==> src/hw/rtl/esiq_pkg.sv <==
package esiq_pkg;

  localparam int CFG_INDEX_W = 3;
  localparam int CFG_DATA_W  = 16;

  localparam logic [CFG_INDEX_W-1:0] REG_SWITCH_HOLD_TICKS    = 3'd0;
  localparam logic [CFG_INDEX_W-1:0] REG_WAKE_IGNORE_TIME     = 3'd1;
  localparam logic [CFG_INDEX_W-1:0] REG_TICK_STEP            = 3'd2;
  localparam logic [CFG_INDEX_W-1:0] REG_SLEEP_HOLD_TIME      = 3'd3;
  localparam logic [CFG_INDEX_W-1:0] REG_BRIGHTNESS_HOLD_TIME = 3'd4;
  localparam logic [CFG_INDEX_W-1:0] REG_BRIGHTNESS_AMOUNT    = 3'd5;
  localparam logic [CFG_INDEX_W-1:0] REG_DELTA_MULTIPLIER     = 3'd6;

  localparam int DELTA_W = 20;
  localparam int ACC_W   = 24;
  localparam int HELD_W  = 17;
  localparam int STEP_W  = 8;
  localparam int MULT_W  = 4;

  localparam logic [HELD_W-1:0] HELD_MAX = 17'h1FFFF;

  localparam int DELTA_MAX = 524287;
  localparam int DELTA_MIN = -524288;
  localparam int ACC_MAX   = 8388607;
  localparam int ACC_MIN   = -8388608;

  localparam logic [15:0]       RST_SWITCH_HOLD_TICKS    = 16'd100;
  localparam logic [15:0]       RST_WAKE_IGNORE_TIME     = 16'd500;
  localparam logic [STEP_W-1:0] RST_TICK_STEP            = 8'd1;
  localparam logic [15:0]       RST_SLEEP_HOLD_TIME      = 16'd3000;
  localparam logic [15:0]       RST_BRIGHTNESS_HOLD_TIME = 16'd500;
  localparam logic [15:0]       RST_BRIGHTNESS_AMOUNT    = 16'd10;
  localparam logic [MULT_W-1:0] RST_DELTA_MULTIPLIER     = 4'd1;

endpackage

==> src/hw/rtl/encoder_switch_input_qualifier.sv <==
// Channel | Direction | Handshake                  | Contents
// tick    | in        | tick_valid, tick_stall     | switch, edge flags, encoder position, wake
// result  | out       | result_valid, result_stall | jump, deltas, sleep, activity
// cfg     | in        | cfg_valid, cfg_ready       | register index and write data
//
// Each tick is captured in an input register and qualified from there into the result register,
// and one tick is taken every clock unless the result register is full and stalled. The single
// pass of qualify logic, including the one multiply, sets that
// rate. Reset is synchronous and clears the control state and loads the register defaults.
// The input stalls only while a captured tick cannot move into a result register that is
// full and stalled.
module encoder_switch_input_qualifier #(
  parameter int POSITION_BITS = 16,
  parameter int TIMER_BITS    = 16
) (
  input  logic                                clk,
  input  logic                                rst,
  input  logic                                tick_valid,
  output logic                                tick_stall,
  input  logic                                switch_pressed,
  input  logic                                switch_edge_seen,
  input  logic                                encoder_edge_seen,
  input  logic signed [POSITION_BITS-1:0]     encoder_position,
  input  logic                                wake_clear,
  output logic                                result_valid,
  input  logic                                result_stall,
  output logic                                jump_color,
  output logic signed [esiq_pkg::DELTA_W-1:0] color_delta,
  output logic signed [esiq_pkg::DELTA_W-1:0] brightness_delta,
  output logic                                sleep_request,
  output logic                                activity,
  input  logic                                cfg_valid,
  output logic                                cfg_ready,
  input  logic [esiq_pkg::CFG_INDEX_W-1:0]    cfg_index,
  input  logic [esiq_pkg::CFG_DATA_W-1:0]     cfg_data
);

  localparam int PROD_W = POSITION_BITS + esiq_pkg::MULT_W + 1;
  localparam int WIDE_W = (PROD_W + 1 > esiq_pkg::ACC_W + 2) ? PROD_W + 1 : esiq_pkg::ACC_W + 2;
  localparam int HW     = esiq_pkg::HELD_W;
  localparam logic [32:0] TIMER_MAX = (33'd1 << TIMER_BITS) - 33'd1;

  logic [15:0]                  switch_hold_ticks;
  logic [15:0]                  wake_ignore_time;
  logic [esiq_pkg::STEP_W-1:0]  tick_step;
  logic [15:0]                  sleep_hold_time;
  logic [15:0]                  brightness_hold_time;
  logic [15:0]                  brightness_amount;
  logic [esiq_pkg::MULT_W-1:0]  delta_multiplier;

  logic                         in_full;
  logic                         in_pressed;
  logic                         in_sw_edge;
  logic                         in_enc_edge;
  logic [POSITION_BITS-1:0]     in_position;
  logic                         in_wake;

  logic [TIMER_BITS-1:0]        poll_hold_left, poll_hold_left_next;
  logic [TIMER_BITS-1:0]        edge_hold_left, edge_hold_left_next;
  logic [TIMER_BITS-1:0]        ignore_left, ignore_left_next;
  logic                         poll_active, poll_active_next;
  logic                         press_latched, press_latched_next;
  logic [HW-1:0]                held_time, held_time_next;
  logic signed [esiq_pkg::ACC_W-1:0] brightness_accum, brightness_accum_next;
  logic                         sleep_cancelled, sleep_cancelled_next;
  logic [POSITION_BITS-1:0]     last_position;

  logic                         advance;
  logic                         tick_accept;
  logic                         jump_next;
  logic signed [esiq_pkg::DELTA_W-1:0] color_next, bright_next;
  logic                         sleep_next;
  logic                         activity_next;

  logic [esiq_pkg::STEP_W-1:0]  step8;
  logic [TIMER_BITS-1:0]        step_t;
  logic [TIMER_BITS-1:0]        reload;
  logic [TIMER_BITS-1:0]        ignore_load;
  logic [TIMER_BITS-1:0]        ph0, eh0, ign0, ph1, eh1;
  logic [HW-1:0]                held0, held_sat;
  logic [HW:0]                  held_sum;
  logic signed [esiq_pkg::ACC_W-1:0] acc0;
  logic                         canc0;
  logic                         edge_active, received;
  logic [POSITION_BITS-1:0]     pos_diff;
  logic signed [PROD_W-1:0]     product;
  logic signed [WIDE_W-1:0]     delta_w, acc_sum, acc_sat, acc_abs;

  assign cfg_ready   = 1'b1;
  assign advance     = in_full && (!result_valid || !result_stall);
  assign tick_stall  = in_full && !advance;
  assign tick_accept = tick_valid && !tick_stall;

  always_ff @(posedge clk) begin
    if (rst) begin
      switch_hold_ticks    <= esiq_pkg::RST_SWITCH_HOLD_TICKS;
      wake_ignore_time     <= esiq_pkg::RST_WAKE_IGNORE_TIME;
      tick_step            <= esiq_pkg::RST_TICK_STEP;
      sleep_hold_time      <= esiq_pkg::RST_SLEEP_HOLD_TIME;
      brightness_hold_time <= esiq_pkg::RST_BRIGHTNESS_HOLD_TIME;
      brightness_amount    <= esiq_pkg::RST_BRIGHTNESS_AMOUNT;
      delta_multiplier     <= esiq_pkg::RST_DELTA_MULTIPLIER;
    end else if (cfg_valid && cfg_ready) begin
      unique case (cfg_index)
        esiq_pkg::REG_SWITCH_HOLD_TICKS:    switch_hold_ticks    <= cfg_data;
        esiq_pkg::REG_WAKE_IGNORE_TIME:     wake_ignore_time     <= cfg_data;
        esiq_pkg::REG_TICK_STEP:            tick_step            <= cfg_data[esiq_pkg::STEP_W-1:0];
        esiq_pkg::REG_SLEEP_HOLD_TIME:      sleep_hold_time      <= cfg_data;
        esiq_pkg::REG_BRIGHTNESS_HOLD_TIME: brightness_hold_time <= cfg_data;
        esiq_pkg::REG_BRIGHTNESS_AMOUNT:    brightness_amount    <= cfg_data;
        esiq_pkg::REG_DELTA_MULTIPLIER:     delta_multiplier     <= cfg_data[esiq_pkg::MULT_W-1:0];
        default: begin
        end
      endcase
    end
  end

  always_ff @(posedge clk) begin
    if (rst) begin
      in_full <= 1'b0;
    end else begin
      in_full <= tick_accept || (in_full && !advance);
    end
  end

  always_ff @(posedge clk) begin
    if (tick_accept) begin
      in_pressed  <= switch_pressed;
      in_sw_edge  <= switch_edge_seen;
      in_enc_edge <= encoder_edge_seen;
      in_position <= $unsigned(encoder_position);
      in_wake     <= wake_clear;
    end
  end

  always_comb begin
    step8       = (tick_step == '0) ? esiq_pkg::STEP_W'(1) : tick_step;
    step_t      = TIMER_BITS'(step8);
    reload      = (33'(switch_hold_ticks) > TIMER_MAX) ? TIMER_MAX[TIMER_BITS-1:0]
                                                       : TIMER_BITS'(switch_hold_ticks);
    ignore_load = (33'(wake_ignore_time) > TIMER_MAX) ? TIMER_MAX[TIMER_BITS-1:0]
                                                      : TIMER_BITS'(wake_ignore_time);

    ph0   = in_wake ? '0 : poll_hold_left;
    eh0   = in_wake ? '0 : edge_hold_left;
    ign0  = in_wake ? ignore_load : ignore_left;
    held0 = in_wake ? '0 : held_time;
    acc0  = in_wake ? '0 : brightness_accum;
    canc0 = in_wake ? 1'b0 : sleep_cancelled;

    activity_next = in_sw_edge || in_enc_edge;

    eh1         = (in_sw_edge && ign0 == '0) ? reload : eh0;
    edge_active = eh1 != '0;
    ph1         = (in_pressed && ign0 == '0) ? reload : ph0;
    poll_active_next = ph1 != '0;
    if (poll_active_next != poll_active) begin
      activity_next = 1'b1;
    end

    received           = edge_active && poll_active_next;
    jump_next          = 1'b0;
    press_latched_next = press_latched;
    if (!press_latched) begin
      if (received) begin
        jump_next          = 1'b1;
        press_latched_next = 1'b1;
      end
    end else if (!edge_active && !poll_active_next) begin
      press_latched_next = 1'b0;
    end

    poll_hold_left_next = (ph1 > step_t) ? ph1 - step_t : '0;
    edge_hold_left_next = (eh1 > step_t) ? eh1 - step_t : '0;
    ignore_left_next    = (ign0 > step_t) ? ign0 - step_t : '0;

    held_sum             = {1'b0, held0} + (HW + 1)'(step8);
    held_sat             = (held_sum > {1'b0, esiq_pkg::HELD_MAX}) ? esiq_pkg::HELD_MAX
                                                                   : held_sum[HW-1:0];
    sleep_next           = 1'b0;
    held_time_next       = held_sat;
    brightness_accum_next = acc0;
    sleep_cancelled_next = canc0;
    if (poll_active_next) begin
      if (sleep_hold_time != '0) begin
        if (held_sat >= HW'(sleep_hold_time)) begin
          if (canc0) begin
            held_time_next = HW'(sleep_hold_time);
          end else begin
            sleep_next = 1'b1;
          end
        end
      end else if (held_sat > HW'(brightness_hold_time)) begin
        held_time_next = HW'(brightness_hold_time);
      end
    end else begin
      held_time_next        = '0;
      brightness_accum_next = '0;
      sleep_cancelled_next  = 1'b0;
    end

    pos_diff = last_position - in_position;
    product  = PROD_W'($signed(pos_diff)) * PROD_W'($signed({1'b0, delta_multiplier}));
    delta_w  = WIDE_W'(product);
    acc_sum  = WIDE_W'(acc0) + delta_w;
    if (acc_sum > WIDE_W'(esiq_pkg::ACC_MAX)) begin
      acc_sat = WIDE_W'(esiq_pkg::ACC_MAX);
    end else if (acc_sum < WIDE_W'(esiq_pkg::ACC_MIN)) begin
      acc_sat = WIDE_W'(esiq_pkg::ACC_MIN);
    end else begin
      acc_sat = acc_sum;
    end
    acc_abs = (acc_sat < 0) ? -acc_sat : acc_sat;

    color_next  = '0;
    bright_next = '0;
    if (delta_w != '0) begin
      if (delta_w > WIDE_W'(esiq_pkg::DELTA_MAX)) begin
        delta_w = WIDE_W'(esiq_pkg::DELTA_MAX);
      end else if (delta_w < WIDE_W'(esiq_pkg::DELTA_MIN)) begin
        delta_w = WIDE_W'(esiq_pkg::DELTA_MIN);
      end
      if (brightness_hold_time != '0 && held_time_next >= HW'(brightness_hold_time)) begin
        bright_next           = delta_w[esiq_pkg::DELTA_W-1:0];
        brightness_accum_next = acc_sat[esiq_pkg::ACC_W-1:0];
        if (acc_abs >= $signed({{(WIDE_W-16){1'b0}}, brightness_amount})) begin
          sleep_cancelled_next = 1'b1;
        end
      end else begin
        color_next = delta_w[esiq_pkg::DELTA_W-1:0];
      end
      activity_next = 1'b1;
    end
  end

  always_ff @(posedge clk) begin
    if (rst) begin
      poll_hold_left   <= '0;
      edge_hold_left   <= '0;
      ignore_left      <= '0;
      poll_active      <= 1'b0;
      press_latched    <= 1'b0;
      held_time        <= '0;
      brightness_accum <= '0;
      sleep_cancelled  <= 1'b0;
      last_position    <= '0;
    end else if (advance) begin
      poll_hold_left   <= poll_hold_left_next;
      edge_hold_left   <= edge_hold_left_next;
      ignore_left      <= ignore_left_next;
      poll_active      <= poll_active_next;
      press_latched    <= press_latched_next;
      held_time        <= held_time_next;
      brightness_accum <= brightness_accum_next;
      sleep_cancelled  <= sleep_cancelled_next;
      last_position    <= in_position;
    end
  end

  always_ff @(posedge clk) begin
    if (rst) begin
      result_valid <= 1'b0;
    end else if (advance) begin
      result_valid <= 1'b1;
    end else if (!result_stall) begin
      result_valid <= 1'b0;
    end
  end

  always_ff @(posedge clk) begin
    if (advance) begin
      jump_color       <= jump_next;
      color_delta      <= color_next;
      brightness_delta <= bright_next;
      sleep_request    <= sleep_next;
      activity         <= activity_next;
    end
  end

`ifndef ASSERT_OFF
  a_latch_rise_jumps: assert property (@(posedge clk) disable iff (rst)
    $rose(press_latched) |-> result_valid && jump_color)
    else $error("press latch set without a jump result");

  a_stall_only_when_blocked: assert property (@(posedge clk) disable iff (rst)
    tick_stall |-> result_valid && result_stall)
    else $error("input stalled while the result register could take a transfer");

  a_state_holds_when_idle: assert property (@(posedge clk) disable iff (rst)
    !advance |=> $stable(held_time) && $stable(press_latched) && $stable(last_position))
    else $error("qualifier state changed without a tick");
`endif

endmodule

==> config.mk <==
export PLATFORM = sky130hd
export DESIGN_NAME = encoder_switch_input_qualifier
export DESIGN_NICKNAME = d
export VERILOG_FILES = /design/src/hw/rtl/esiq_pkg.sv /design/src/hw/rtl/encoder_switch_input_qualifier.sv
export SDC_FILE = /design/constraint.sdc
export NUM_CORES = 1
export LEC_CHECK = 0
export BUFFER_PORTS_ARGS = -buffer_cell sky130_fd_sc_hd__clkbuf_2
export CORE_MARGIN = 10
export CORE_UTILIZATION = 46
export CTS_BUF_LIST = sky130_fd_sc_hd__clkbuf_4
export DETAILED_ROUTE_END_ITERATION = 8
export GPL_TIMING_DRIVEN = 0
export PLACE_DENSITY = 0.6
export REMOVE_ABC_BUFFERS = 1
export SKIP_LAST_GASP = 1
export SYNTH_ARGS = -nofsm -noshare
export SYNTH_HDL_FRONTEND = slang
export SYNTH_SLANG_ARGS = --single-unit
==> constraint.sdc <==
create_clock -name clk -period 20.2 [get_ports clk]
set_input_delay 2.02 -clock clk [delete_from_list [all_inputs] [get_ports clk]]
set_output_delay 2.02 -clock clk [all_outputs]
set_load 0.02 [all_outputs]
* Yosys cells after proc, flatten, opt, wreduce, memory -nomap -nowiden
Index checks and enable logic that the tools add are counted.
** Storage, ports and cells
- Output and inout port bits :: 46
- Word-level logic and storage cells :: 130
- Bits in writable memories :: 0
- Register bits after elaboration :: 265
- Input bits :: 44
- Bits in latches :: 0
- Memories kept :: 0
- Memory bits (read-only) :: 0
** Cells by class
- Bitwise operators :: 1
- Divide/modulo/power cells :: 0
- Equal/unequal tests :: 8
- $lt $le $gt $ge :: 13
- Mux-type cells :: 36
- Reductions and logical operators :: 36
- Shifts and indexed selects :: 0
- $mul :: 1
- $add $sub $neg :: 7
** Operators by type and width (number)
- 16-bit 2-to-1 mux :: 8
- 17-bit 2-to-1 mux :: 7
- 24-bit 2-to-1 mux :: 4
- 26-bit 2-to-1 mux :: 3
- 16-bit nonzero test :: 4
- 16-bit by 8-bit greater-than comparator with 1-bit output :: 3
- 16-bit by 8-bit subtractor with 16-bit output :: 3
- 20-bit 2-to-1 mux :: 2
- 17-bit by 16-bit >= comparator with 1-bit output :: 2
- 26-bit by 17-bit >= comparator with 1-bit output :: 1
- 26-bit by 1-bit < comparator with 1-bit output (second input constant) :: 1
- 26-bit negator :: 1
- 26-bit nonzero test :: 1
- 24-bit by 21-bit adder with 25-bit output :: 1
- 25-bit by 24-bit greater-than comparator with 1-bit output (second input constant) :: 1
- 25-bit by 24-bit < comparator with 1-bit output (second input constant) :: 1
- 21-bit by 20-bit greater-than comparator with 1-bit output (second input constant) :: 1
- 21-bit by 20-bit < comparator with 1-bit output (second input constant) :: 1
- 16-bit by 5-bit multiplier with 21-bit output :: 1
- 17-bit by 8-bit adder with 18-bit output :: 1
- 18-bit by 17-bit greater-than comparator with 1-bit output (second input constant) :: 1
- 17-bit by 16-bit greater-than comparator with 1-bit output :: 1
- 16-bit logical NOT :: 1
- 2-bit AND reduction :: 8
- 16 further kinds :: 44

* Longest topological paths before layout
- Depth after elaboration :: 13
- Mapped depth :: 58

* Least setup slack after synthesis
No wires, ideal clock.
- Kind :: register to register
- Start point :: register in_position[0]
- End point :: register sleep_cancelled
- Setup time :: 0.127 ns
- Required time :: 20.073 ns
- Data arrival time :: 10.870 ns
- Setup slack :: 9.203 ns
- Cell stages (with the launch flop) :: 54
- Clock period less this slack :: 10.997 ns
- Buffers on the path :: 4
- Cell sequence :: edfxtp_1 ha_1 fa_1 nor2b_1 o21ai_0 a21boi_0 o21ai_0 a21oi_1 o21ai_0 a21boi_0 o21ai_0 a21oi_1 o21a_1 o311ai_0 and2_1 ha_1 fa_1 inv_1 [18 not listed] clkbuf_1 nand2_1 a21oi_1 ha_1 inv_1 or4b_1 xor2_1 nand2_1 a21oi_1 a31oi_1 ha_1 nand4_1 nor2_1 a211oi_1 o2111ai_1 or4_4 a2111oi_4 a31oi_1
** Between the ends
- Word-level cells in the longest chain between the ends :: 12
- Elaborated cells on any way between the ends :: 15
- Those cells by class :: add/sub (3); mul (1); order compare (4); mux (6); reduce/logical (1)
** RTL lines
- start, declared :: line encoder_switch_input_qualifier.sv:55 : logic [POSITION_BITS-1:0] in_position;
- start signal, assigned :: line encoder_switch_input_qualifier.sv:131 : in_position <= $unsigned(encoder_position);
- 16-bit subtractor * :: line encoder_switch_input_qualifier.sv:202 : pos_diff = last_position - in_position;
- 16-bit by 5-bit multiplier with 21-bit output * :: line encoder_switch_input_qualifier.sv:203 : product = PROD_W'($signed(pos_diff)) * PROD_W'($signed({1'b0, delta_multiplier}));
- 24-bit by 21-bit adder with 25-bit output :: line encoder_switch_input_qualifier.sv:205 : acc_sum = WIDE_W'(acc0) + delta_w;
- 25-bit by 24-bit < comparator with 1-bit output :: line encoder_switch_input_qualifier.sv:208 : end else if (acc_sum < WIDE_W'(esiq_pkg::ACC_MIN)) begin
- 26-bit 2-to-1 mux :: line encoder_switch_input_qualifier.sv:208
- 26-bit 2-to-1 mux :: line encoder_switch_input_qualifier.sv:206 : if (acc_sum > WIDE_W'(esiq_pkg::ACC_MAX)) begin
- 26-bit negator or 26-bit by 1-bit < comparator with 1-bit output (tied branches) :: line encoder_switch_input_qualifier.sv:213 : acc_abs = (acc_sat < 0) ? -acc_sat : acc_sat;
- 26-bit 2-to-1 mux :: line encoder_switch_input_qualifier.sv:213
- 26-bit by 17-bit >= comparator with 1-bit output :: line encoder_switch_input_qualifier.sv:226 : if (acc_abs >= $signed({{(WIDE_W-16){1'b0}}, brightness_amount})) begin
- 1-bit 2-to-1 mux :: line encoder_switch_input_qualifier.sv:226
- 1-bit 2-to-1 mux :: line encoder_switch_input_qualifier.sv:223 : if (brightness_hold_time != '0 && held_time_next >= HW'(brightness_hold_time)) begin
- 1-bit 2-to-1 mux * :: line encoder_switch_input_qualifier.sv:217 : if (delta_w != '0) begin
- end signal, assigned :: line encoder_switch_input_qualifier.sv:255 : sleep_cancelled <= sleep_cancelled_next;
- end, declared :: line encoder_switch_input_qualifier.sv:65 : logic sleep_cancelled, sleep_cancelled_next;
Mark *: on every way between the ends. The rest lies on a longest branch, timed or not.
A chain may end at the register's enable or synchronous reset.

* Worst setup path after layout
- Start point :: register in_position[2]
- End point :: register sleep_cancelled
The elaborated chain is that of the path after synthesis.

==> impl_metrics.ini <==
[synth]
ys_warn_count = 0
yosysSeqAreaShare = 0.288
synth-main-ff-cell = dfxtp_1
async_reset_ff_frac = 0
synth_area_um2 = 20600
synth_seq_cells = 265
synth_cells = 2605
synthTopCellsByArea = dfxtp_1 (20%), ha_1 (11%), edfxtp_1 (9.2%)
yosysTopAreaCellShare = 0.196
synth_edf_count = 63
yosysTopAreaCell = dfxtp_1
synth_cell_types = 90
postSynthAreaPerCell_um2 = 7.91

[pwr]
irDropWorstVdd_v = 0.0000541
switching_power_w = 0.000851
comb_power_share = 0.448
p_int_w = 0.00124
pwr-share-clk = 0.244
total_power_w = 0.00209
power_frac_seq = 0.308
p_sw_frac = 0.408
power.density_nw_per_um2 = 92.5
leakage_nw = 9.83

[floorplan]
ioPinCount = 90
start_util = 0.466
fp.dieArea_um2 = 53600
core_um2 = 44200
rows = 77
die_w_um = 232
die_h_um = 232

[timing]
setup_viol = 0
min_period_over_period = 0.709
fin_setup_tns_ps = 0
slew_headroom = 0.150
finalHoldViolCount = 0
worst_pin_slew_ps = 1270
slew_viol_final = 0
period_needed_ps = 14320
max_freq_ghz = 0.0698
clock_skew_ps = 39.3
rsz0062_at_grt = false

[clock_tree]
ctsResizeCount = 0
path_clk_slew_ps = 60
clk_path_buf_depth = 3
cts_buffers = 73
cts_root_buffer = clkbuf_4
cts.sinks = 265
postCtsHoldBufs = 0
postCtsSetupBuffers = 0
cts_tree = yes
htree_levels = 3
insertion_delay_ps = 770

[setup_path]
endpoint_kind = register
crit_required_ps = 20820
reg2reg_slack_ps = 5880
crit_type = reg2reg
start_kind = register
crit_arrival_ps = 14940
r2r-start = in_position[2]$_DFFE_PP_
crit_path_frequent_cell = ha_1
crit_buf_inv = 5
path_max_fanout = 21
critPathTopFamily = compound AO/OA/AOI/OAI gates
cp-startpoint = in_position[2]$_DFFE_PP_
slowest_delay_ps = 960
crit_path_top_delay_cell = nor2b_1

[cells_and_area]
drive_above_1_share = 0.0991
num-fill-cells = 4353
areaGrowthSynthToFinish_pct = 9.47
ff_latch_area_um2 = 5940
num-nets-final = 2912
multi_input_area_um2 = 13500

[routing]
vias_per_cell = 5.77
detailedRoute.firstIterationViolations = 1437
ant_nets = 0
via_count = 19000
drcViolationCount = 0
routed_wl_um = 60200
first_pass_iters = 6
wl_per_cell_um = 18.3

[global_routing]
grt_usage = 0.222
grt_overflow = 0
antenna_found_initial = 2
grt_max_degree = 117
grt_pass1_vias = 18500
grt_pass1_wl_um = 97500

[place]
portBuffers = 88
place.gp.congestion = 0.911
dp_hpwl_um = 45200

[outcome]
status = completed

[hold_path]
min-delay-start = held_time[6]$_SDFFE_PP0P_
hp-class = reg2reg

[flow_run]
drv_cap = 0
power groups by stage:
| stage | combinational, W | clock (W) | sequential (W) |
|---|---|---|---|
| floorplan | 0.000662 | 0 | 0.000652 |
| global placement | 0.000883 | 0 | 0.000654 |
| detailed placement | 0.000920 | 0 | 0.000652 |
| CTS | 0.000926 | 0.000528 | 0.000641 |
| global route | 0.00105 | 0.000555 | 0.000648 |
| finish | 0.000935 | 0.000510 | 0.000642 |
final timing paths:
check / to / depth (start not counted)
min: held_time[6]$_SDFFE_PP0P_ / 2
min reg2reg: held_time[6]$_SDFFE_PP0P_ / 2
max reg2reg: sleep_cancelled$_SDFFE_PP0P_ / 47
max: sleep_cancelled$_SDFFE_PP0P_ / 47
metal layers:
layer,vias up,part of all wire,GRT usage
met4,2,0.036,0.0972
met2,604,0.45,0.358
li1,9328,-,-
met1,8961,0.44,0.285
met5,-,0.00022,0
met3,127,0.072,0.0451
metrics by stage:
| stage | std cells | util | setup WS (ps) | instance area, um^2 | hold WS (ps) |
|---|---|---|---|---|---|
| after floorplan | 2480 | - | 8540 | 20100 | 417 |
| after global placement | 3160 | 0.481 | 5620 | 21300 | 433 |
| after detailed placement | 3172 | 0.488 | 6160 | 21600 | 436 |
| after CTS | 3296 | 0.510 | 6080 | 22500 | 449 |
| after global routing | 3297 | 0.510 | 4480 | 22500 | 470 |
| final | 3297 | 0.510 | 5880 | 22500 | 448 |
flip-flops by register name, indices dropped and copies added, names as in the netlist, 17 cells and up:
register	count
color_delta	20
brightness_accum	24
brightness_delta	20
held_time	17
final cells by class:
class / instances / area share
antenna: 1 / 0.000111
tap: 592 / 0.0328
sequential: 265 / 0.263
timing repair buffer: 100 / 0.0311
inverter: 198 / 0.0330
clock buffer: 104 / 0.0346
clock inverter: 20 / 0.00738
multi-input combinational: 2017 / 0.598
logic make-up (layout without fill, tap and decap cells):
group           count (synthesis)  after routing  synth area share
flops                         265            265             0.288
buf+inv                       323            422            0.0599
fa+ha+maj                     216            216             0.145
simple gates                  968            968             0.227
xor+xnor                       99             99            0.0421
compound gates                699            699             0.220
other cells                     1              2          0.000182
mux                            34             34            0.0175
cells in the mapped netlist, types with 25 or more instances:
cell type    n
a21o_1      34
a21oi_1    224
a22oi_1     45
a31oi_1     33
and2_1      60
and3_1      25
clkbuf_1   110
dfxtp_1    202
edfxtp_1    63
fa_1        39
ha_1       174
inv_1      196
nand2_1    338
nand3_1     39
nand3b_1    25
nand4_1     36
nor2_1     222
nor2b_1     73
nor3_1      43
nor4_1      26
o21a_1      34
o21ai_0    128
xnor2_1     67
xor2_1      32
worst register-to-register path: cells and delay by family, from the launching register on:
kind	cells	cell delay, ps
AOI/OAI and AO/OA	22	4940
and+or+nand+nor	10	3450
adders and majority gates	8	3380
DFF	1	350
buffers and inverters	5	1020
xor gates and xnor gates	2	1050
cells in the final DEF (no fill, tap or decap), types with 19 or more instances in the layout:
master / n
nand2_1: 337
nor2_1: 222
a21oi_1: 221
dfxtp_1: 202
inv_1: 195
ha_1: 174
o21ai_0: 128
clkbuf_4: 104
clkbuf_2: 87
nor2b_1: 72
xnor2_1: 66
edfxtp_1: 63
and2_1: 60
a22oi_1: 45
nor3_1: 41
nand3_1: 39
fa_1: 39
nand4_1: 36
a21o_1: 34
o21a_1: 34
a31oi_1: 32
xor2_1: 32
nor4_1: 26
and3_1: 25
nand3b_1: 25
a22o_1: 22
nand2b_1: 19
(Power assumes the default switching activity.)
